## src/hw/rtl/ucb_child_score_core_defines.svh

```systemverilog
// ----------------------------------------------------------------------------
// UCB child score core: assertion macros
// Shared concurrent assertion wrappers, clocked on clk_i, off during reset.
// ----------------------------------------------------------------------------
`ifndef UCB_CHILD_SCORE_CORE_DEFINES_SVH
`define UCB_CHILD_SCORE_CORE_DEFINES_SVH

// Plain property check
`define UCBS_ASSERT(lbl, prop, msg) \
  lbl: assert property (@(posedge clk_i) disable iff (!rst_ni) prop) else $error(msg);

// Antecedent in this cycle, consequent in the next one
`define UCBS_ASSERT_NEXT(lbl, ante, cons, msg) \
  lbl: assert property (@(posedge clk_i) disable iff (!rst_ni) (ante) |=> (cons)) \
    else $error(msg);

`endif

```

## src/hw/rtl/ucbs_pkg.sv

```systemverilog
// ----------------------------------------------------------------------------
// UCB child score package
// Widths, cell payload types and register indexes shared by the core.
// ----------------------------------------------------------------------------
`default_nettype none

package ucbs_pkg;

  // Field formats
  localparam int VISIT_BITS = 32;
  localparam int FRAC_BITS  = 16;
  localparam int GAIN_W     = 24;
  localparam int WGT_W      = 17;
  localparam int FRESH_W    = 24;
  localparam int PRIOR_W    = 17;
  localparam int MEAN_W     = 18;
  localparam int TV_W       = VISIT_BITS + FRAC_BITS;
  localparam int SCORE_W    = 40;

  // Config port
  localparam int CFG_DATA_W = 24;
  localparam int CFG_IDX_W  = 3;

  // Internal widths
  localparam int K_W       = $clog2(VISIT_BITS);
  localparam int SQ_ROOT_W = VISIT_BITS / 2 + FRAC_BITS;
  localparam int SQ_RAD_W  = 2 * SQ_ROOT_W;
  localparam int SQ_REM_W  = SQ_ROOT_W + 2;
  localparam int C_W       = GAIN_W + SQ_ROOT_W - FRAC_BITS;
  localparam int NUM_W     = C_W + PRIOR_W;
  localparam int Q_W       = NUM_W - FRAC_BITS;
  localparam int DV_W      = TV_W + 1;
  localparam int LN_W      = K_W + FRAC_BITS;
  localparam int RATIO_W   = LN_W + FRAC_BITS;
  localparam int RROOT_W   = (RATIO_W + 1) / 2;
  localparam int LOGT_W    = GAIN_W + RROOT_W - FRAC_BITS;
  localparam int LN2_W     = 32;

  // ln(2) in Q0.32
  localparam logic [LN2_W-1:0] LN2_Q32 = 32'd2977044472;
  // 1.0 in the blend weight format
  localparam logic [WGT_W-1:0] W_ONE = WGT_W'(1) << FRAC_BITS;

  // Square root cell payload: partial remainder, root so far, radicand bits left
  typedef struct packed {
    logic [SQ_REM_W-1:0]  rem;
    logic [SQ_ROOT_W-1:0] root;
    logic [SQ_RAD_W-1:0]  rad;
  } sq_t;

  // Log2 squaring cell payload: Q1.31 mantissa and fraction bits so far
  typedef struct packed {
    logic [VISIT_BITS-1:0] m;
    logic [FRAC_BITS-1:0]  frac;
  } lg_t;

  // Restoring divider cell payload
  typedef struct packed {
    logic [DV_W-1:0] rem;
    logic [Q_W-1:0]  dd;
    logic [Q_W-1:0]  q;
    logic [DV_W-1:0] dvs;
  } dv_t;

  // Config register indexes
  typedef enum logic [CFG_IDX_W-1:0] {
    CFG_EXPLORE_GAIN    = 3'd0,
    CFG_SCALE_BY_PARENT = 3'd1,
    CFG_LOSS_WEIGHT     = 3'd2,
    CFG_LOG_GAIN        = 3'd3,
    CFG_FRESH_VALUE     = 3'd4
  } cfg_idx_e;

endpackage

`default_nettype wire

```

## src/hw/rtl/ucbs_log_cell.sv

```systemverilog
// ----------------------------------------------------------------------------
// UCB score log2 cell
// One squaring step of the bit-by-bit log2: yields one fraction bit.
// ----------------------------------------------------------------------------
`default_nettype none

module ucbs_log_cell
  import ucbs_pkg::*;
(
  input  logic clk_i,
  input  lg_t  lg_i,
  output lg_t  lg_o
);

  logic [2*VISIT_BITS-1:0] sq;
  logic [VISIT_BITS:0]     t;
  lg_t                     lg_d;
  lg_t                     lg_q;

  // Square the mantissa; renormalize when it reaches 2.0
  always_comb begin
    sq = (2*VISIT_BITS)'(lg_i.m) * (2*VISIT_BITS)'(lg_i.m);
    t  = sq[2*VISIT_BITS-1:VISIT_BITS-1];
    lg_d.m    = t[VISIT_BITS] ? t[VISIT_BITS:1] : t[VISIT_BITS-1:0];
    lg_d.frac = {lg_i.frac[FRAC_BITS-2:0], t[VISIT_BITS]};
  end

  always_ff @(posedge clk_i) begin
    lg_q <= lg_d;
  end

  assign lg_o = lg_q;

endmodule

`default_nettype wire

```

## config.mk

```make
export PLATFORM = sky130hd
export DESIGN_NAME = ucbs_log_cell
export DESIGN_NICKNAME = d
export VERILOG_FILES = /design/src/hw/rtl/ucb_child_score_core_defines.svh /design/src/hw/rtl/ucbs_pkg.sv /design/src/hw/rtl/ucbs_log_cell.sv
export SDC_FILE = /design/constraint.sdc
export NUM_CORES = 2
export LEC_CHECK = 0
export BUFFER_PORTS_ARGS = -buffer_cell sky130_fd_sc_hd__buf_2
export CORE_ASPECT_RATIO = 0.75
export CORE_MARGIN = 5
export CORE_UTILIZATION = 50
export CTS_CLUSTER_SIZE = 25
export DETAILED_ROUTE_END_ITERATION = 8
export GPL_ROUTABILITY_DRIVEN = 1
export PLACE_DENSITY = 0.7
export SLEW_MARGIN = 30
export SYNTH_ARGS = -nofsm -noshare
export SYNTH_HDL_FRONTEND = slang
export SYNTH_SLANG_ARGS = --single-unit
```

## constraint.sdc

```tcl
create_clock -name clk_i -period 7.5 [get_ports clk_i]
set_clock_uncertainty 0.1 [all_clocks]
set_input_delay 0 -clock clk_i [delete_from_list [all_inputs] [get_ports clk_i]]
set_output_delay 0 -clock clk_i [all_outputs]
set_load 0.01 [all_outputs]
```

# ---- Word level (Yosys, flattened, before mapping)
# Index checks and enable logic that the tools add are counted.
dict set report word_totals {
  ff_bits 48
  out_inout_bits 48
  elab_cells 5
}
dict set report op_classes {
  mul 1
  n_mux 1
}
# cell count
set op_table {}
lappend op_table {{$mul 32x32->64} 1}
lappend op_table {{$mux 31} 1}

# ---- Depth between registers and ports, before layout
dict set report logic_depth {
  ltp_word 2
  depth_mapped 31
  mapped_depth_nobuf 27
}

# ---- Worst setup path after synthesis
# OpenSTA, ideal clock, no wires.
dict set report synth_path {
  kind {input port to flip-flop}
  startpoint {input port lg_i[19] (netlist bit)}
  endpoint {register lg_q (netlist bit lg_o[44])}
  arrival_time_ns 7.438
  required_time_ns 7.279
  slack_ns -0.159
  path_stages 26
  n_path_buf 4
  cell_sequence {clkbuf_1 > clkbuf_1 > nand2_1 > fa_1 > fa_1 > inv_1 > fa_1 > inv_1 > fa_1 > inv_1 > fa_1 > fa_1 > fa_1 > fa_1 > ha_1 > buf_2 > nand4_2 > nor4_2 > o2111ai_1 > a32oi_2 > a31oi_2 > o41ai_4 > a211oi_4 > xnor2_4 > buf_6 > mux2_2}
}
# element line
set synth_rtl {}
lappend synth_rtl {{start, declared} ucbs_log_cell.sv:11} ;# input lg_t lg_i,
lappend synth_rtl {{end signal, assigned} ucbs_log_cell.sv:29} ;# lg_q <= lg_d;
lappend synth_rtl {{end, declared} ucbs_log_cell.sv:18} ;# lg_t lg_q;

==> impl_metrics.tcl <==
set metrics [dict create \
    status "finished clean" \
    grt_max_degree 20 \
    fin_nets 4738 \
    arrival_ns 7.48 \
    viasPerCell 5.02 \
    synth_top_family_by_area "adder cells" \
    place_congestion 0.964 \
    synth_top_area_frac 0.521 \
    clock_sinks 48 \
    drv_cap 0 \
    final_hold_viol_count 0 \
    met1_length_um 38200 \
    rsz0062_at_grt "true" \
    drt_iter0_drc 1561 \
    drive_above_1_share 0.178 \
    cp-start-kind "input pin" \
    yosys-top-cells-area "fa_1 52%, ha_1 12%, inv_1 12%, and2_1 4.7%, nand2_1 3.4%" \
    dieArea_mm2 0.0658 \
    place_ws_ns -0.450 \
    cp.required_ns 7.58 \
    worst_setup_path_end_kind "register" \
    syn_nets 4337 \
    async_reset_ff_frac 0 \
    synth_edf_count 0 \
    grt.overflow.total 0 \
    antennaDiodeCount 0 \
    start_util 0.504 \
    synth_cell_types 70 \
    dp_hpwl_um 72600 \
    hold_slack_ns 0.243 \
    die_x_um 295 \
    num_rows 78 \
    remaining_drc_errors 0 \
    synth_adder_area_share 0.645 \
    largest_register_ffs 48 \
    postRouteAntennaNets 0 \
    synth_warnings 0 \
    seq_area_frac_synth 0.0316 \
    synth-simple-area-share 0.103 \
    fin_cells 4399 \
    wl_met3_um 10000 \
    min_from "lg_i[13]" \
    dr.pass1.iters 6 \
    synthXorXnorAreaFrac 0.0237 \
    timing.final.max_slew_violations 0 \
    syn_area_mm2 0.0304 \
    dpl.cell_count 4366 \
    vias 22095 \
    synth.avg_cell_area_um2 9.50 \
    setup_slack_ns 0.104 \
    ys_top_cells_by_count "978 x inv_1, 791 x fa_1, 300 x ha_1" \
    grt_pass1_vias 24023 \
    synth_cells 3197 \
    setup_viol 0 \
    postLayoutCellArea_mm2 0.0356 \
    synth_top_flop_cell "dfxtp_1" \
    hold_depth 2 \
    core_area_mm2 0.0603 \
    clockRootBuffer "clkbuf_16" \
    antenna_found_initial 0 \
    synthMuxAreaShare 0.0115 \
    yosysMostFrequentCell "inv_1" \
    clk_path_buf_depth 2 \
    wl_met2_um 32100 \
    syn_to_final_growth_pct 17.1 \
    maxSlewHeadroom 0.608 \
    wl_per_cell_um 18.6 \
    fmax_mhz 135 \
    synth_compound_area_frac 0.0489 \
    htree_num_levels 2 \
    min_path_type "in2reg" \
    worst-path-max-fanout 12 \
    cts_tree "yes" \
    port_buffers 95 \
    grt_pass1_wl_um 132000 \
    die_y_um 223 \
    crit_type "in2reg" \
    wl_um 81900 \
    holdPathEnd "lg_o[14]$_DFF_P_" \
    cts-buffers-inserted 5 \
    track_usage 0.257 \
    ios 97 \
    synth_top_area_cell "fa_1" \
    clk_pin_slew_ns 0.07 \
    route.top_layer_used "met5" \
    worstMarginPinSlew_ns 0.583 \
    ys_seq_elements 48 \
    post-route-min-period_ns 7.40 \
    min_period_over_period 0.986 \
    place_area_mm2 0.0344 \
]
logic make-up (layout without fill, tap and decap cells):
group	count (synthesis)	count (layout)
flops	48	48
mux	31	31
xor+xnor	80	80
buf+inv	1095	1497
compound gates	219	219
fa+ha+maj	1091	1091
simple gates	633	633
area by class of cell:
cell class,instances,area [um^2]
Clock buffer,5,125
Inverter,980,3680
Tap cell,800,1000
Timing Repair Buffer,509,4000
Multi-Input combinational cell,2054,25800
Sequential cell,48,961
Clock inverter,3,18.8
Fill cell,5109,24700
worst max path at each step:
stage	start	endpoint	slack, ns	depth (start not counted)
final	lg_i[18]	lg_o[46]$_DFF_P_	0.10	28
after global routing	lg_i[26]	lg_o[40]$_DFF_P_	-0.06	31
after CTS	lg_i[26]	lg_o[42]$_DFF_P_	0.005	30
after detailed placement	lg_i[20]	lg_o[19]$_DFF_P_	-0.45	27
after global placement	lg_i[20]	lg_o[23]$_DFF_P_	-0.51	27
after floorplan	lg_i[29]	lg_o[44]$_DFF_P_	0.002	28
stage by stage:
stage | util | TNS (ns)
after floorplan | - | 0
after global placement | 0.571 | -13.43
after detailed placement | 0.571 | -13.53
after CTS | 0.579 | 0
after global routing | 0.590 | -0.850
final | 0.590 | 0
routing by layer:
layer  track usage  up-vias
met5        0.0281        -
met3        0.0970       79
met4        0.0392        4
met1         0.404    11016
li1              -    10092
met2         0.340      904
repair_timing:
item,CTS,global route
hold buffers,15,0
cloned,0,2
setup endpoints to repair,32,33
buffers inserted,5,7
pin swaps,28,77
hold endpoints to repair,15,0
gates resized for setup,52,146
worst max-delay path: stages:
cell and delay, ns:
buf_6 0.13, buf_12 0.15, and2_1 0.16, fa_1 0.49, inv_1 0.06, fa_1 0.49, inv_1 0.05, fa_1 0.52
inv_1 0.06, fa_1 0.52, inv_1 0.07, fa_1 0.46, fa_1 0.57, fa_1 0.46, fa_1 0.54, ha_4 0.30
nand4_4 0.11, nor4_4 0.34, o2111ai_2 0.19, a32oi_2 0.36, a31oi_4 0.17, o41ai_4 0.32, a211oi_4 0.14, xnor2_4 0.16
buf_6 0.16, buf_12 0.13, inv_2 0.07, mux2_4 0.29
cells in the final DEF (no fill, tap or decap), types with 43 or more instances in the layout:
| cell | netlist | final |
|---|---|---|
| a21oi_1 | 67 | 57 |
| ha_1 | 300 | 287 |
| buf_2 | 3 | 70 |
| and2_1 | 230 | 220 |
| nand2_1 | 276 | 269 |
| xnor2_1 | 46 | 43 |
| fa_1 | 791 | 760 |
| nor2_1 | 57 | 50 |
| inv_1 | 978 | 970 |
| buf_4 | 0 | 371 |
| dfxtp_1 | 48 | 48 |
Power is left out: the tool's default activity adds up to more than one toggle a clock period on the data nets, which glitch-free logic cannot reach.
