`src/hw/rtl/ucb_child_score_core_defines.svh`:
```
// ----------------------------------------------------------------------------
// UCB child score core: assertion macros
// Shared concurrent assertion wrappers, clocked on clk_i, off during reset.
// ----------------------------------------------------------------------------
`ifndef UCB_CHILD_SCORE_CORE_DEFINES_SVH
`define UCB_CHILD_SCORE_CORE_DEFINES_SVH

// Plain property check
`define UCBS_ASSERT(lbl, prop, msg) \
  lbl: assert property (@(posedge clk_i) disable iff (!rst_ni) prop) else $error(msg);

// Antecedent in this cycle, consequent in the next one
`define UCBS_ASSERT_NEXT(lbl, ante, cons, msg) \
  lbl: assert property (@(posedge clk_i) disable iff (!rst_ni) (ante) |=> (cons)) \
    else $error(msg);

`endif

```
`src/hw/rtl/ucbs_pkg.sv`:
```
// ----------------------------------------------------------------------------
// UCB child score package
// Widths, cell payload types and register indexes shared by the core.
// ----------------------------------------------------------------------------
`default_nettype none

package ucbs_pkg;

  // Field formats
  localparam int VISIT_BITS = 32;
  localparam int FRAC_BITS  = 16;
  localparam int GAIN_W     = 24;
  localparam int WGT_W      = 17;
  localparam int FRESH_W    = 24;
  localparam int PRIOR_W    = 17;
  localparam int MEAN_W     = 18;
  localparam int TV_W       = VISIT_BITS + FRAC_BITS;
  localparam int SCORE_W    = 40;

  // Config port
  localparam int CFG_DATA_W = 24;
  localparam int CFG_IDX_W  = 3;

  // Internal widths
  localparam int K_W       = $clog2(VISIT_BITS);
  localparam int SQ_ROOT_W = VISIT_BITS / 2 + FRAC_BITS;
  localparam int SQ_RAD_W  = 2 * SQ_ROOT_W;
  localparam int SQ_REM_W  = SQ_ROOT_W + 2;
  localparam int C_W       = GAIN_W + SQ_ROOT_W - FRAC_BITS;
  localparam int NUM_W     = C_W + PRIOR_W;
  localparam int Q_W       = NUM_W - FRAC_BITS;
  localparam int DV_W      = TV_W + 1;
  localparam int LN_W      = K_W + FRAC_BITS;
  localparam int RATIO_W   = LN_W + FRAC_BITS;
  localparam int RROOT_W   = (RATIO_W + 1) / 2;
  localparam int LOGT_W    = GAIN_W + RROOT_W - FRAC_BITS;
  localparam int LN2_W     = 32;

  // ln(2) in Q0.32
  localparam logic [LN2_W-1:0] LN2_Q32 = 32'd2977044472;
  // 1.0 in the blend weight format
  localparam logic [WGT_W-1:0] W_ONE = WGT_W'(1) << FRAC_BITS;

  // Square root cell payload: partial remainder, root so far, radicand bits left
  typedef struct packed {
    logic [SQ_REM_W-1:0]  rem;
    logic [SQ_ROOT_W-1:0] root;
    logic [SQ_RAD_W-1:0]  rad;
  } sq_t;

  // Log2 squaring cell payload: Q1.31 mantissa and fraction bits so far
  typedef struct packed {
    logic [VISIT_BITS-1:0] m;
    logic [FRAC_BITS-1:0]  frac;
  } lg_t;

  // Restoring divider cell payload
  typedef struct packed {
    logic [DV_W-1:0] rem;
    logic [Q_W-1:0]  dd;
    logic [Q_W-1:0]  q;
    logic [DV_W-1:0] dvs;
  } dv_t;

  // Config register indexes
  typedef enum logic [CFG_IDX_W-1:0] {
    CFG_EXPLORE_GAIN    = 3'd0,
    CFG_SCALE_BY_PARENT = 3'd1,
    CFG_LOSS_WEIGHT     = 3'd2,
    CFG_LOG_GAIN        = 3'd3,
    CFG_FRESH_VALUE     = 3'd4
  } cfg_idx_e;

endpackage

`default_nettype wire

```
`src/hw/rtl/ucbs_sqrt_cell.sv`:
```
// ----------------------------------------------------------------------------
// UCB score square root cell
// One restoring square root step: takes one bit pair, yields one root bit.
// ----------------------------------------------------------------------------
`default_nettype none

module ucbs_sqrt_cell
  import ucbs_pkg::*;
(
  input  logic clk_i,
  input  sq_t  sq_i,
  output sq_t  sq_o
);

  logic [SQ_REM_W+1:0] rem2;
  logic [SQ_REM_W+1:0] trial;
  logic [SQ_REM_W+1:0] diff;
  logic                take;
  sq_t                 sq_d;
  sq_t                 sq_q;

  // Bring down the next pair and try 4*root+1
  always_comb begin
    rem2  = {sq_i.rem, sq_i.rad[SQ_RAD_W-1 -: 2]};
    trial = {2'b00, sq_i.root, 2'b01};
    diff  = rem2 - trial;
    take  = (rem2 >= trial);
    sq_d.rad  = {sq_i.rad[SQ_RAD_W-3:0], 2'b00};
    sq_d.rem  = take ? diff[SQ_REM_W-1:0] : rem2[SQ_REM_W-1:0];
    sq_d.root = {sq_i.root[SQ_ROOT_W-2:0], take};
  end

  always_ff @(posedge clk_i) begin
    sq_q <= sq_d;
  end

  assign sq_o = sq_q;

endmodule

`default_nettype wire

```
`config.mk`:
```
export PLATFORM = sky130hd
export DESIGN_NAME = ucbs_sqrt_cell
export DESIGN_NICKNAME = d
export VERILOG_FILES = /design/src/hw/rtl/ucb_child_score_core_defines.svh /design/src/hw/rtl/ucbs_pkg.sv /design/src/hw/rtl/ucbs_sqrt_cell.sv
export SDC_FILE = /design/constraint.sdc
export NUM_CORES = 1
export LEC_CHECK = 0
export BUFFER_PORTS_ARGS = -buffer_cell sky130_fd_sc_hd__clkbuf_2
export CORE_MARGIN = 3
export CORE_UTILIZATION = 45
export DETAILED_ROUTE_END_ITERATION = 16
export PLACE_DENSITY_LB_ADDON = 0.15
export SLEW_MARGIN = 30
export SYNTH_ARGS = -nofsm -noshare
export SYNTH_HDL_FRONTEND = slang
export SYNTH_SLANG_ARGS = --single-unit
export TNS_END_PERCENT = 100
```
`constraint.sdc`:
```
create_clock -name clk_i -period 3.3 [get_ports clk_i]
set_input_delay 0.33 -clock clk_i [delete_from_list [all_inputs] [get_ports clk_i]]
set_output_delay 0.33 -clock clk_i [all_outputs]
set_load 0.02 [all_outputs]
```
; ---- Word-level counts from Yosys, hierarchy flattened
; Index checks and enable logic that the tools add are counted.
[word_totals]
regBits = 128
latch_bits = 0
mem_count = 0
out_inout_bits = 130
ramBits = 0
rom_bits = 0
input_bits = 131
word_cells = 6
[op_classes]
n_eq_ne = 0
add_sub_neg = 1
shifts = 0
reduce_logical = 0
n_bitwise = 0
order_cmp = 1
mul = 0
n_mux = 1
n_div = 0
[ops]
columns = op, n
row1 = $ge 36x34->1, 1
row2 = $mux 34, 1
row3 = $sub 34x34->34, 1

; ---- Depth between registers and ports, before layout
; Gate-level depths: netlist (run 1).
[depth]
word_depth = 2
depth_mapped = 13

; ---- Least setup slack after synthesis (run 1)
; OpenSTA, ideal clock, no wires.
[synth_path]
path_kind = input -> register
from = input port sq_i[73] (netlist name)
to = register sq_q (netlist bit sq_o[123])
stages = 10
path_slack_ns = 0.850
arrival_ns = 2.328
required_ns = 3.179
path_cell_list = inv_1 -> ha_1 -> a21o_1 -> a31o_1 -> a211oi_4 -> o211ai_2 -> a21bo_2 -> mux2i_1 -> o221ai_1 -> mux2_4
[synth_rtl]
columns = element, line_no
row1 = "start, declared", ucbs_sqrt_cell.sv:11  ; input sq_t sq_i,
row2 = "end signal, assigned", ucbs_sqrt_cell.sv:34  ; sq_q <= sq_d;
row3 = "end, declared", ucbs_sqrt_cell.sv:20  ; sq_t sq_q;

==> flow_summary.ini, run 1 <==
[die]
boundaryPins = 261
initial_core_util = 0.475
row_count = 37
core_area_um2 = 10600
fp.dieH_um = 112
dieArea_um2 = 12500
die_w_um = 112

[logic_synthesis]
ys_warn_count = 0
avgSynthCellArea_um2 = 9.93
yosysTopAreaCell = dfxtp_1
synth-edff-count = 0
synth_compound_area_frac = 0.185
synth-main-ff-cell = dfxtp_1
synth_top_area_frac = 0.509
synthMuxAreaShare = 0.0109
synth_common_cells = 128 x dfxtp_1, 58 x nand2_1, 42 x inv_1
synth_cells = 507
post-synth-top-count-cell = dfxtp_1
synth_top_family_by_area = compound AO/OA/AOI/OAI gates
seq_area_frac_synth = 0.509
syn_area_um2 = 5030
ys_ff_latch = 128
async_flop_share = 0
synth_fa_ha_area_frac = 0.0845
yosys-top-cells-area = dfxtp_1 51%, ha_1 8.5%, nand2_1 4.3%, o21ai_0 4.1%, inv_1 3.1%
synth_xor_area_frac = 0.0470
synthSimpleGateAreaFrac = 0.111
ys_types = 62

[detailed_routing]
final_antenna_net_count = 0
via_per_inst = 4.96
num_vias = 5026
routedWlPerCell_um = 17.6
drt_iter0_markers = 261
drcViolationCount = 0
routed_wl_mm = 17.8
drt-pass1-iter-count = 5

[worst_setup_path]
worstPathCellList = dlygate4sd3_1 -> clkbuf_2 -> inv_1 -> ha_1 -> a21o_1 -> a221oi_1 -> o31a_1 -> o221ai_1 -> a211oi_1 -> o21a_4 -> clkinv_2 -> mux2_4
cp.buffers_inverters = 4
path_class = input port to flip-flop
crit_start = sq_i[79]
critPathLaunchType = input port
end_kind = flip-flop
cp_max_fo = 28
cpMaxStageDelayCell = dlygate4sd3_1
worstPathRequired_ns = 3.71
critPathArrivalTime_ns = 3.40
max_stage_delay_ns = 0.55
worst-path-stages = 12
cp_top_family = compound AO/OA/AOI/OAI gates

[status]
status = completed

[sta]
post-route-min-period_ns = 2.99
fin_crit_sh = 0.906
final-hold-violation-count = 0
setup_ws_ns = 0.310
fin_tns_setup_ns = 0
slew_violations = 0
maxClockFrequency_ghz = 0.334
rsz0062_at_grt = no
worst_pin_slew_ns = 0.547
finalSetupViolCount = 0
slew_headroom = 0.632

[layout]
diodes = 0
final_area_um2 = 7980
multiInputGateArea_um2 = 2220
layout.cells.non_filler = 1013
nFillCells = 734
final_nets = 1029
area.sequential_um2 = 2560
fin_util = 0.753
area_delta_synth_final_pct = 58.6
largest_reg_flops = 128
post_route_cells_drive_above_1_share = 0.358

[flow_run]
maxCapViolCount = 0

[cts]
cts_setup_buffers = 0
clk_pin_slew_worst_paths_ns = 0.06
cts.sinks = 128
cts_max_level = 4
cts_buffers = 17
ctsLongestPathBuffers = 2
cts_root_buf = clkbuf_8
cts_tree = done

[worst_hold_path]
worst_hold_path.endpoint = sq_o[99]
holdPathStages = 3
worstHoldStart = sq_i[97]
hold_class = input port to flip-flop

[placement]
dp.cells = 888
dp_hpwl_mm = 11.1
io_buffers = 258
place_area_um2 = 6430
dp_slack_ns = 0.286
gp_congestion = 0.838

[grt]
grt_pass1_vias = 5223
grt_max_degree = 38
overflow = 0
antenna_found_initial = 0
grt_pass1_wl_mm = 27.7
track_usage = 0.283

[power]
peakVddDrop_v = 0.000467
power_density_nw_per_um2 = 593
leakage_nw = 4.02
==> worst max-delay path by stage <==
stage	end	slack [ns]
floorplan	sq_o[123]	0.85
global placement	sq_o[123]	0.34
detailed placement	sq_o[123]	0.29
CTS	sq_o[123]	0.28
global route	sq_o[123]	0.08
finish	sq_o[123]	0.31
==> area by class of cell <==
class                           count  share of cell area
Tap cell                          136              0.0213
Clock buffer                       21              0.0575
Clock inverter                     11              0.0191
Timing Repair Buffer              353               0.282
Multi-Input combinational cell    321               0.279
Inverter                           43              0.0204
Sequential cell                   128               0.321
==> cells by family (layout without fill, tap and decap cells) <==
kind of cell	after synthesis	after routing
other cells	1	2
xor+xnor	27	27
fa+ha+maj	34	34
mux	5	5
buf+inv	59	428
flops	128	128
compound gates	133	133
simple gates	120	120
==> tightest hold or removal path, cell delays in order <==
cell and delay, ns:
clkbuf_2 0.09, nand2_1 0.04, o21ai_0 0.06
==> per-stage QoR <==
stage,hold slack (ns),power [mW]
finish,0.0294,4.73
global route,0.0253,4.93
CTS,0.00844,4.70
detailed placement,0.434,2.70
global placement,0.433,2.69
floorplan,0.358,2.37
==> repair_timing <==
action | 4_1_cts | 5_1_grt
setup endpoints to repair | 0 | 1
endpoints found under the hold margin | 93 | 0
hold buffers | 93 | 0
resized for setup | 0 | 1
==> layer usage <==
metal | vias up | global-route usage | wire length, um
met5 | - | 0 | 0
met4 | 0 | 0.112 | 466
met3 | 36 | 0.0832 | 1240
met2 | 229 | 0.512 | 9170
met1 | 2299 | 0.309 | 6900
li1 | 2462 | - | -
==> layout by cell type, fill, tap and decap left out, types with 13 or more instances in the layout <==
cell,count
xor2_1,13
nand2_1,58
o21ai_0,41
clkbuf_16,16
nor2_1,18
clkbuf_2,258
dfxtp_1,128
xnor2_1,14
a21oi_1,28
inv_1,42
ha_1,34
a21o_1,19
dlygate4sd3_1,93
==> power breakdown <==
part	total, mW	internal (mW)	switching [mW]
clock network	1.94	1.22	0.723
logic	1.04	0.427	0.616
registers	1.75	1.70	0.0493
total	4.73	3.35	1.39
(Power assumes the default switching activity.)
==> inputs of run 2 (changes only) <==
Clock period 3.3 ns to 2.8 ns, I/O delays scaled along.
==> flow_summary.ini, run 2 (same netlist as run 1, synthesis figures left out) <==
[cts]
cts_max_level = 4
cts.sinks = 128
cts_buffers = 17
cts_tree = done
ctsLongestPathBuffers = 2
cts_root_buf = clkbuf_8
clk_pin_slew_worst_paths_ns = 0.06

[sta]
finalSetupViolCount = 0
final-hold-violation-count = 0
fin_crit_sh = 0.996
timing.hold.ws_ns = 0.0375
maxClockFrequency_ghz = 0.359
post-route-min-period_ns = 2.79
slew_violations = 0
fin_tns_setup_ns = 0

[layout]
final_area_um2 = 8420
final_nets = 1075
largest_reg_flops = 128
post_route_cells_drive_above_1_share = 0.363
layout_common_cells = 258 x clkbuf_2, 128 x dfxtp_1, 124 x dlygate4sd3_1
fin_util = 0.794
final_common_cell = clkbuf_2
area_delta_synth_final_pct = 67.3
layout.cells.non_filler = 1059

[grt]
met1_usage = 0.321
grt_pass1_wl_mm = 28.5
antenna_found_initial = 1
busiest_layer = met2
overflow = 0
grt.met3_usage = 0.0793
track_usage = 0.288
use_met2 = 0.512
grt_pass1_vias = 5356
grt_max_degree = 38

[detailed_routing]
num_vias = 5301
final_antenna_net_count = 0
drt_iter0_markers = 276
drcViolationCount = 0
via_per_inst = 5.01
routedWlPerCell_um = 17.2
routed_wl_mm = 18.3
drt-pass1-iter-count = 4

[placement]
place_area_um2 = 6510
gp_congestion = 0.882
dp.cells = 898
dp_hpwl_mm = 11.2
io_buffers = 258

[worst_setup_path]
worstPathRequired_ns = 3.25
cp_max_fo = 6
critPathArrivalTime_ns = 3.24
critPathLaunchType = input port
worst-path-stages = 12
cp.buffers_inverters = 3
end_kind = flip-flop
path_class = input port to flip-flop
worstPathCellList = dlygate4sd3_1 -> clkbuf_2 -> inv_1 -> ha_2 -> a21o_1 -> or3_1 -> o21a_1 -> a311oi_2 -> o21ai_2 -> a31oi_4 -> mux2i_1 -> a31o_1
max_stage_delay_ns = 0.54
cp_top_family = compound AO/OA/AOI/OAI gates
cpMaxStageDelayCell = dlygate4sd3_1

[die]
initial_core_util = 0.475
dieArea_um2 = 12500
boundaryPins = 261
die_w_um = 112
core_area_um2 = 10600
fp.dieH_um = 112
row_count = 37

[status]
status = completed

[worst_hold_path]
worstHoldStart = sq_i[119]
worst_hold_path.endpoint = sq_o[121]
holdPathStages = 3
hold_class = input port to flip-flop

[power]
leakage_nw = 4.20
power_density_nw_per_um2 = 658
peakVddDrop_v = 0.000475

[flow_run]
maxCapViolCount = 0
-- run 2: layer usage --
| layer | vias up | part of all wire |
|---|---|---|
| li1 | 2556 | - |
| met1 | 2453 | 0.40 |
| met2 | 244 | 0.50 |
| met3 | 48 | 0.065 |
| met4 | 0 | 0.035 |
| met5 | - | 0 |
-- run 2: layout make-up --
type                            count  area (um2)
Sequential cell                   128        2560
Antenna cell                        1        2.50
Clock buffer                       18         418
Clock inverter                     13         165
Fill cell                         642        2180
Tap cell                          136         170
Timing Repair Buffer              398        2670
Multi-Input combinational cell    322        2270
Inverter                           43         163
-- run 2: where the power goes --
part | leakage (nW) | internal (mW) | switching, mW
Clock | 0.273 | 1.35 | 0.817
Sequential | 1.08 | 2.01 | 0.0571
Combinational | 2.85 | 0.556 | 0.752
Total | 4.20 | 3.91 | 1.63
-- run 2: how the worst max path moves through the flow --
stage / from / end / slack, ns
after floorplan: sq_i[73] / sq_o[123] / 0.40
after global placement: sq_i[73] / sq_o[129] / 0.09
after detailed placement: sq_i[73] / sq_o[129] / 0.05
after CTS: sq_i[73] / sq_o[129] / 0.03
after global routing: sq_i[68] / sq_o[129] / -0.02
final: sq_i[67] / sq_o[122] / 0.01
-- run 2: per-stage QoR --
step                      setup WS, ns  power, mW
after floorplan                  0.400       2.79
after global placement          0.0910       3.19
after detailed placement        0.0494       3.20
after CTS                       0.0342       5.50
after global routing           -0.0213       5.76
final                           0.0122       5.54
-- run 2: repair_timing --
| action | 4_1_cts | 5_1_grt |
|---|---|---|
| endpoints found under the hold margin | 124 | 0 |
| resized for setup | 0 | 11 |
| buffers inserted | 0 | 4 |
| hold buffers | 124 | 0 |
| setup endpoints to repair | 0 | 14 |
