<file path="config.mk">
export PLATFORM = sky130hd
export DESIGN_NAME = ucbs_div_cell
export DESIGN_NICKNAME = d
export VERILOG_FILES = /design/src/hw/rtl/ucb_child_score_core_defines.svh /design/src/hw/rtl/ucbs_pkg.sv /design/src/hw/rtl/ucbs_div_cell.sv
export SDC_FILE = /design/constraint.sdc
export NUM_CORES = 1
export LEC_CHECK = 0
export ABC_AREA = 1
export ABC_CLOCK_PERIOD_IN_PS = 3100
export BUFFER_PORTS_ARGS = -buffer_cell sky130_fd_sc_hd__buf_4
export CORE_MARGIN = 2
export CORE_UTILIZATION = 45
export DETAILED_ROUTE_END_ITERATION = 8
export GPL_ROUTABILITY_DRIVEN = 0
export PLACE_DENSITY = 0.83
export SKIP_LAST_GASP = 1
export SLEW_MARGIN = 20
export SYNTH_ARGS = -nofsm -noshare
export SYNTH_HDL_FRONTEND = slang
export SYNTH_SLANG_ARGS = --single-unit
</file>
<file path="constraint.sdc">
create_clock -name clk_i -period 3.1 [get_ports clk_i]
set_input_delay 0.465 -clock clk_i [delete_from_list [all_inputs] [get_ports clk_i]]
set_output_delay 0.465 -clock clk_i [all_outputs]
set_load 0.05 [all_outputs]
</file>
<file path="src/hw/rtl/ucb_child_score_core_defines.svh">
// ----------------------------------------------------------------------------
// UCB child score core: assertion macros
// Shared concurrent assertion wrappers, clocked on clk_i, off during reset.
// ----------------------------------------------------------------------------
`ifndef UCB_CHILD_SCORE_CORE_DEFINES_SVH
`define UCB_CHILD_SCORE_CORE_DEFINES_SVH

// Plain property check
`define UCBS_ASSERT(lbl, prop, msg) \
  lbl: assert property (@(posedge clk_i) disable iff (!rst_ni) prop) else $error(msg);

// Antecedent in this cycle, consequent in the next one
`define UCBS_ASSERT_NEXT(lbl, ante, cons, msg) \
  lbl: assert property (@(posedge clk_i) disable iff (!rst_ni) (ante) |=> (cons)) \
    else $error(msg);

`endif

</file>
<file path="src/hw/rtl/ucbs_pkg.sv">
// ----------------------------------------------------------------------------
// UCB child score package
// Widths, cell payload types and register indexes shared by the core.
// ----------------------------------------------------------------------------
`default_nettype none

package ucbs_pkg;

  // Field formats
  localparam int VISIT_BITS = 32;
  localparam int FRAC_BITS  = 16;
  localparam int GAIN_W     = 24;
  localparam int WGT_W      = 17;
  localparam int FRESH_W    = 24;
  localparam int PRIOR_W    = 17;
  localparam int MEAN_W     = 18;
  localparam int TV_W       = VISIT_BITS + FRAC_BITS;
  localparam int SCORE_W    = 40;

  // Config port
  localparam int CFG_DATA_W = 24;
  localparam int CFG_IDX_W  = 3;

  // Internal widths
  localparam int K_W       = $clog2(VISIT_BITS);
  localparam int SQ_ROOT_W = VISIT_BITS / 2 + FRAC_BITS;
  localparam int SQ_RAD_W  = 2 * SQ_ROOT_W;
  localparam int SQ_REM_W  = SQ_ROOT_W + 2;
  localparam int C_W       = GAIN_W + SQ_ROOT_W - FRAC_BITS;
  localparam int NUM_W     = C_W + PRIOR_W;
  localparam int Q_W       = NUM_W - FRAC_BITS;
  localparam int DV_W      = TV_W + 1;
  localparam int LN_W      = K_W + FRAC_BITS;
  localparam int RATIO_W   = LN_W + FRAC_BITS;
  localparam int RROOT_W   = (RATIO_W + 1) / 2;
  localparam int LOGT_W    = GAIN_W + RROOT_W - FRAC_BITS;
  localparam int LN2_W     = 32;

  // ln(2) in Q0.32
  localparam logic [LN2_W-1:0] LN2_Q32 = 32'd2977044472;
  // 1.0 in the blend weight format
  localparam logic [WGT_W-1:0] W_ONE = WGT_W'(1) << FRAC_BITS;

  // Square root cell payload: partial remainder, root so far, radicand bits left
  typedef struct packed {
    logic [SQ_REM_W-1:0]  rem;
    logic [SQ_ROOT_W-1:0] root;
    logic [SQ_RAD_W-1:0]  rad;
  } sq_t;

  // Log2 squaring cell payload: Q1.31 mantissa and fraction bits so far
  typedef struct packed {
    logic [VISIT_BITS-1:0] m;
    logic [FRAC_BITS-1:0]  frac;
  } lg_t;

  // Restoring divider cell payload
  typedef struct packed {
    logic [DV_W-1:0] rem;
    logic [Q_W-1:0]  dd;
    logic [Q_W-1:0]  q;
    logic [DV_W-1:0] dvs;
  } dv_t;

  // Config register indexes
  typedef enum logic [CFG_IDX_W-1:0] {
    CFG_EXPLORE_GAIN    = 3'd0,
    CFG_SCALE_BY_PARENT = 3'd1,
    CFG_LOSS_WEIGHT     = 3'd2,
    CFG_LOG_GAIN        = 3'd3,
    CFG_FRESH_VALUE     = 3'd4
  } cfg_idx_e;

endpackage

`default_nettype wire

</file>
<file path="src/hw/rtl/ucbs_div_cell.sv">
// ----------------------------------------------------------------------------
// UCB score divider cell
// One restoring division step: shifts in one dividend bit, yields one
// quotient bit; the divisor travels along with the item.
// ----------------------------------------------------------------------------
`default_nettype none

module ucbs_div_cell
  import ucbs_pkg::*;
(
  input  logic clk_i,
  input  dv_t  dv_i,
  output dv_t  dv_o
);

  logic [DV_W:0] r2;
  logic [DV_W:0] diff;
  logic          ge;
  dv_t           dv_d;
  dv_t           dv_q;

  // Remainder stays below the divisor, so one compare and subtract per bit
  always_comb begin
    r2   = {dv_i.rem, dv_i.dd[Q_W-1]};
    diff = r2 - {1'b0, dv_i.dvs};
    ge   = (r2 >= {1'b0, dv_i.dvs});
    dv_d.rem = ge ? diff[DV_W-1:0] : r2[DV_W-1:0];
    dv_d.dd  = {dv_i.dd[Q_W-2:0], 1'b0};
    dv_d.q   = {dv_i.q[Q_W-2:0], ge};
    dv_d.dvs = dv_i.dvs;
  end

  always_ff @(posedge clk_i) begin
    dv_q <= dv_d;
  end

  assign dv_o = dv_q;

endmodule

`default_nettype wire

</file>
# Word level (Yosys, flattened, before mapping)
# Index checks and enable logic that the tools add are counted.
# Widths: inputs -> output; s select.
totals:
  regBits: 179
  inputBits: 181
  output_inout_bits: 180
  wordCells: 7
classes:
  add_sub_neg: 1
  n_lt_le_gt_ge: 1
  mux: 1
op_table:
  columns: ["operator", "count"]
  rows:
  - ["$ge 50x49->1", 1]
  - ["$mux 49", 1]
  - ["$sub 49x49->49", 1]

# Depth between registers and ports, before layout
# Gate-level depths: netlist of run 1.
depth:
  ltp_word: 2
  depth_mapped: 16
  ltp_nobuf: 16

# Least setup slack after synthesis of run 1
# Ideal clock, no wire load.
synth_path:
  kind: "input -> register"
  from: "input dv_i[130] (netlist name)"
  to: "register dv_q (netlist bit dv_o[164])"
  setup_time_ns: 0.113
  arrival_ns: 1.984
  required_ns: 2.987
  path_slack_ns: 1.003
  cell_stages: 13
  n_path_buf: 1
  cell_sequence: "inv_1 > ha_1 > inv_1 > fa_1 > nand3_1 > nand3_2 > nand2_1 > nand2_1 > nand3_2 > nand3_2 > buf_6 > nand2_1 > nand2_1"
synth_rtl:
  columns: ["element", "line", "source"]
  rows:
  - ["from (decl)", "ucbs_div_cell.sv:12", "input dv_t dv_i,"]
  - ["to (signal assigned)", "ucbs_div_cell.sv:34", "dv_q <= dv_d;"]
  - ["to (decl)", "ucbs_div_cell.sv:20", "dv_t dv_q;"]

==> results of run 1 <==
[power by group]
group	switching [mW]	internal (mW)	total [mW]	leakage [nW]
Sequential	0.0629	2.52	2.58	1.51
Clock	1.08	1.09	2.17	0.289
Combinational	1.63	0.734	2.36	5.58
Total	2.77	4.34	7.11	7.38
[per-stage QoR]
stage | utilization (%) | setup WS (ns)
after global routing | 63.9 | 0.476
final | 63.9 | 0.670
after CTS | 63.9 | 0.712
after detailed placement | 60.9 | 0.260
after floorplan | - | 1.00
after global placement | 60.9 | 0.374
[final cells by class]
| type | instances | share of cell area (%) |
|---|---|---|
| clock inverter | 14 | 1.32 |
| timing repair buffer | 363 | 21.8 |
| multi-input combinational | 869 | 33.5 |
| clock buffer | 18 | 3.43 |
| sequential | 179 | 28.6 |
| tap | 265 | 2.65 |
| inverter | 293 | 8.78 |
[path summary, 6_finish.rpt]
check | start | end | slack (ns)
max | dv_i[9] | dv_o[176] | 0.67
min | dv_i[114] | dv_o[115] | 0.12
[metal layers]
layer | vias to the layer above | GRT usage (%)
li1 | 4804 | -
met1 | 4416 | 35.3
met2 | 511 | 51.1
met3 | 80 | 6.27
met4 | 0 | 10.8
met5 | - | 0
[placed cells by master, fill, tap and decap left out, drive strengths merged]
master and instances:
clkinv 8, conb 1, nand3 48, and2 2
dfxtp 179, clkbuf 18, nor3 5, buf 363
inv 299, or2 1, nand2 542, ha 49
a21o 1, nor2 97, nand4 61, a21oi 29
fa 1, o21bai 3, xor2 25, nand3b 1
nor4 3
[logic make-up after synthesis]
| group | Yosys count |
|---|---|
| and+or+nand+nor | 760 |
| buffers and inverters | 314 |
| DFF | 179 |
| adders and majority gates | 50 |
| AOI/OAI and AO/OA | 33 |
| xor gates and xnor gates | 25 |
| other | 1 |
==> metrics.txt, run 1 <==
I/O pin cnt 361; most common cell in the netlist nand2_1; post-route cell area between 0.01 and 0.015 mm²; Tcrit/Tclk final 78.4%; Worst VDD drop about 0.36 mV; routed wl met3 2.62 mm; RSZ-0062 raised after global routing no; WL per Instance 15.8 µm; Setup crit end kind register; mux cell area share after synthesis 0%; Area Overhead vs Synth 38.9%; Met1 Wirelength approximately 13 mm; Hold Fails Final Rpt 0; Nets 1954; CP arrival 2.82 ns; core area 0.0196 mm²; hold path cells 1; max cap viols 0; Critical-path top delay cell buf_4; largest family of logic cells by synthesized area simple AND/OR/NAND/NOR gates; Die W 146 µm; synthesized net count 1593; Post-CTS Hold Buffers 0; Sum Neg Setup Slack 0 ns; Worst setup SP type primary input; Synth top area share 39.7%; HP Class in2reg; library cells used by synthesis 30; CTS Sinks 179; multi-input combinational cell area 0.00419 mm²; Max Slew Vio Count 0; min Tclk post-route 2.43 ns; Post-DP Area roughly 0.012 mm²; postcts setup bufs 0; Worst Tran Pin Value 0.567 ns; Worst path top cell family by delay simple AND/OR/NAND/NOR gates; Seq/Total Area, Yosys 39.7%; Syn Area/Cell approximately 6.6 µm²; Post-Synth Adder-Cell Area under 10%; Post-Synth XOR/XNOR Area 2.43%; worst path bufs/invs 5; Cell Rows 51; final setup fails 0; Initial Util 46.0%; CP dominant cell by count nand2_1; cell type with the largest total area after synthesis dfxtp_1; Post-CTS Resized 0; antenna violations before repair 0; Leakage 7.38 nW; Async SR Flop Fraction 0%; status complete, no violations; first-pass GRT wire length 48.8 mm; Syn. warnings 0; Fin Hold WS ~0.12 ns; Vias 9811; post-synth design cell area 0.00902 mm²; critical-path maximum fanout 50; Diodes inserted 0; post-synthesis compound-gate area fraction 1.98%; Pwr per Cell Area 568 mW/mm²; post-route insts no fill about 2k; overall global routing resource usage 29.2%; worst rel slew slack 62.2%; CTS H-tree lvls 4; CTS Buffer Depth 2; CTS tree done; Cells after Synth 1362; crit path kind in2reg; share of cells above drive strength 1 between 20% and 30%; EDFF count, synth 0; Clock Pin Slew Worst Setup and Hold Paths roughly 0.080 ns; number of global-route vias before repair 9448; slowest stage delay, CP 0.45 ns; crit-path cells buf_4 > inv_1 > ha_1 > nand2_1 > inv_1 > nand2_1 > nand2_1 > inv_1 > nand3_2 > nand2_1 > nand2_1 > nand3_2 > nand3_2 > buf_4 > nand2_1 > nand2_1; largest net degree at the start of global routing 51; DR WL met2 15.2 mm; Initial DRT Pass Iterations 6; die area 0.0212 mm²; HPWL after DPL around 25 mm; DR iter-0 viols 812; cell count after placement 1969; CTS Root Cell clkbuf_16; grt total ovfl 0; Detail Route Antenna Nets 0; CP Depth 16; Die Ht 146 µm; Synth Register Bits 179; I/O Buffers 358; fmax 411 MHz; CTS buffer count 17; Post-Synth Simple-Gate Area about a third; final WL 31.5 mm; max FFs per register about 180; DR vias/cell 4.90; Area contributors post-synth dfxtp_1 40%, nand2_1 22%, inv_1 12%, ha_1 6.8%, nand4_1 4.2%; Filler Cells Inserted 1725; DR top layer met4; CP required 3.49 ns; Reg area 0.00358 mm²; Post-synth top cells 540 x nand2_1, 289 x inv_1, 179 x dfxtp_1; ys flop type dfxtp_1; drt drc 0; total power draw 7.11 mW
Power figures use the tool's default switching activity.
==> run 2: changes to the inputs <==
ABC_AREA = 0   (was 1)
ABC_CLOCK_PERIOD_IN_PS = 2360   (was 3100)
CORE_AREA = 2 2 141 143   (was not set)
CORE_MARGIN = not set   (was 2)
CORE_UTILIZATION = not set   (was 45)
DIE_AREA = 0 0 143 145   (was not set)
PLACE_DENSITY = 0.75   (was 0.83)
clock period = 2.36 ns   (was 3.1 ns; I/O delays follow)
==> run 2 against run 1 <==
Compared with the run above:
- the run now ends with negative setup slack left
- first-iteration DRC count decreased by 72%
- worst hold slack got worse by 0.098 ns
- clock power increased by 30%
- synthesized cell count decreased by 47%
- cell count decreased by 22%
- worst setup slack got worse by 1.1 ns
- sequential power increased by 32%
- global-route usage decreased by 5.8 points
- non-clock buffer count increased by 213
- critical endpoint is now dv_o[172]
- largest power group is now combinational logic
==> metrics.txt, run 2 <==
fin util 66.1% (was 63.9%); Post-DP Area 0.0113 mm² (was 0.0119 mm²); largest net degree at the start of global routing 23 (was 51); max cap viols 0 (unchanged); Die W 143 µm (was 146 µm); cell count after placement 1475 (was 1969); Tcrit/Tclk final 118%; Initial Util 36.8% (was 46.0%); ys flop type dfxtp_1 (unchanged); synthesized net count 956 (was 1593); pre-CTS setup slack -0.992 ns (was 0.260 ns); Async SR Flop Fraction 0% (unchanged); drt drc 0 (unchanged); Worst setup SP type primary input (unchanged); leading cell types in the layout, fill and taps excluded 518 x buf_4, 179 x dfxtp_1, 84 x a21oi_1, 62 x inv_1, 47 x dlygate4sd3_1 (was 540 x nand2_1, 363 x buf_4, 289 x inv_1, 179 x dfxtp_1, 91 x nor2_1); min Tclk post-route 2.79 ns; Fin Hold WS 0.0229 ns (was 0.121 ns); internal power 6.16 mW (was 4.34 mW); fmax 358 MHz; Clock power frac 29.2% (was 30.5%); Area Overhead vs Synth 79.5% (was 38.9%); CTS Buffer Depth 2 (unchanged); Filler Cells Inserted 1484 (was 1725); Die Ht 145 µm (was 146 µm); Detail Route Antenna Nets 0 (unchanged); final setup fails 50 (was 0); status finished, violations left (was complete, no violations); Leakage 6.27 nW (was 7.38 nW); WL per Instance 17.2 µm (was 15.8 µm); antenna violations before repair 1 (was 0); critical-path maximum fanout 7 (was 50); Pwr per Cell Area 765 mW/mm² (was 568 mW/mm²); number of global-route vias before repair 7302 (was 9448); DR vias/cell 4.71 (was 4.90); PnR worst setup slack -0.434 ns (was 0.670 ns); Max Slew Vio Count 0 (unchanged); failing checks negative setup slack; I/O pin cnt 361 (unchanged); commonest non-fill, non-tap cell in the layout buf_4 (was nand2_1); final WL 26.9 mm (was 31.5 mm); switching power 3.55 mW (was 2.77 mW); CTS H-tree lvls 4 (unchanged); CTS buffer count 17 (unchanged); Clock Pin Slew Worst Setup and Hold Paths 0.07 ns (was 0.08 ns); I/O Buffers 358 (unchanged); Seq pwr share 35.1% (was 36.3%); die area 0.0207 mm² (was 0.0212 mm²); Vias 7376 (was 9811); EDFF count, synth 0 (unchanged); post-route cell area 0.0127 mm² (was 0.0125 mm²); overall global routing resource usage 23.4% (was 29.2%); CTS tree done (unchanged); first-pass GRT wire length 37.7 mm (was 48.8 mm); Sum Neg Setup Slack -16.46 ns (was 0 ns); Seq/Total Area, Yosys 50.7% (was 39.7%); total power draw 9.71 mW (was 7.11 mW); Initial DRT Pass Iterations 5 (was 6); HP Class in2reg (unchanged); share of cells above drive strength 1 47.9% (was 23.8%); DR iter-0 viols 225 (was 812); Synth Register Bits 179 (unchanged); Worst VDD drop 0.487 mV (was 0.359 mV); core area 0.0192 mm² (was 0.0196 mm²); Sw Ratio 36.6% (was 38.9%); library cells used by synthesis 52 (was 30); RSZ-0062 raised after global routing yes (was no); post-route insts no fill 1566 (was 2001); grt total ovfl 0 (unchanged); Syn Area/Cell 9.76 µm² (was 6.62 µm²); Cells after Synth 725 (was 1362); Post-synth top cells 179 x dfxtp_1, 90 x a21oi_1, 64 x inv_1 (was 540 x nand2_1, 289 x inv_1, 179 x dfxtp_1); max FFs per register 179 (unchanged); cell type with the largest total area after synthesis dfxtp_1 (unchanged); Comb pwr share 35.7% (was 33.2%); Nets 1519 (was 1954); Area contributors post-synth dfxtp_1 51%, ha_1 8.7%, a21oi_1 6.4%, xnor2_1 3.6%, inv_1 3.4% (was dfxtp_1 40%, nand2_1 22%, inv_1 12%, ha_1 6.8%, nand4_1 4.2%); Diodes inserted 0 (unchanged); CTS Sinks 179 (unchanged); post-synth design cell area 0.00707 mm² (was 0.00902 mm²); Hold Fails Final Rpt 0 (unchanged); Syn. warnings 0 (unchanged); CP arrival 3.12 ns (was 2.82 ns); Cell Rows 51 (unchanged); CP required 2.68 ns (was 3.49 ns); Synth top area share 50.7% (was 39.7%); most common cell in the netlist dfxtp_1 (was nand2_1); crit path kind in2reg (unchanged); Setup crit end kind register (unchanged); HPWL after DPL 20.1 mm (was 25.5 mm); CTS Root Cell clkbuf_16 (unchanged)
-- run 2: changes by cell type in the layout (fill, tap and decap cells not counted), moves of 40 or more --
cell and change:
nand2_1 -514, inv_1 -227, buf_4 +155, a21oi_1 +56, dlygate4sd3_1 +47, nor2_1 -47
nand4_1 -40
-- run 2: final timing paths --
kind / start / to / slack [ns] / depth (start not counted)
setup / recovery: dv_i[130] / dv_o[172] / -0.43 / 16
hold / removal: dv_i[70] / dv_o[71] / 0.02 / 1
-- run 2: timing repair --
action                                 in CTS  in global routing
buffers inserted                           10                  3
cloned                                      2                  1
pin swaps                                  17                 17
hold buffers                                0                 47
endpoints found under the hold margin       0                 47
gates resized for setup                    28                 35
setup endpoints to repair                  50                 50
-- run 2: logic make-up (layout without fill, tap and decap cells) --
kind of cell | Yosys count | in the layout | synth area share (%)
AO/OA/AOI/OAI | 190 | 190 | 17.2
XOR/XNOR | 46 | 46 | 5.69
adder cells (fa/ha/maj) | 50 | 50 | 8.95
buffers and inverters | 96 | 672 | 5.45
flip-flops | 179 | 179 | 50.7
multiplexers | 11 | 11 | 1.75
other | 1 | 1 | 0.0530
AND/OR/NAND/NOR | 152 | 152 | 10.2
-- run 2: power by group through the flow --
stage               combinational, mW  sequential (mW)  clock, mW
global route                     3.65             3.44       3.02
finish                           3.47             3.41       2.83
CTS                              3.35             3.41       2.88
detailed placement               3.26             3.48          0
floorplan                       0.883             4.53          0
global placement                 3.22             3.48          0
-- run 2: cell type report --
type,count,area (µm²),share of cell area (%)
sequential,179,3580,28.2
clock inverter,14,160,1.26
inverter,64,253,1.99
tap,265,332,2.61
multi-input combinational,450,3400,26.8
timing repair buffer,576,4540,35.7
clock buffer,18,429,3.38
-- run 2: routing by layer --
metal  global-route usage, %  routed length, µm  vias to the layer above
met5                       0                 16                        -
met4                    6.88                777                        2
met3                    7.00               1750                       46
met2                    45.0              14500                      275
met1                    23.9               9860                     3435
li1                        -                  -                     3618
-- run 2: critical path: stages --
cell      delay (ns)
buf_8           0.11
clkinv_8        0.04
ha_4            0.12
inv_2           0.04
fa_2            0.35
a21oi_2         0.17
o22ai_2         0.12
o211ai_1        0.28
o221ai_2        0.17
a21oi_2         0.24
o41ai_4         0.11
a211oi_4        0.30
o31ai_4         0.13
buf_6           0.15
buf_12          0.14
mux2_4          0.30
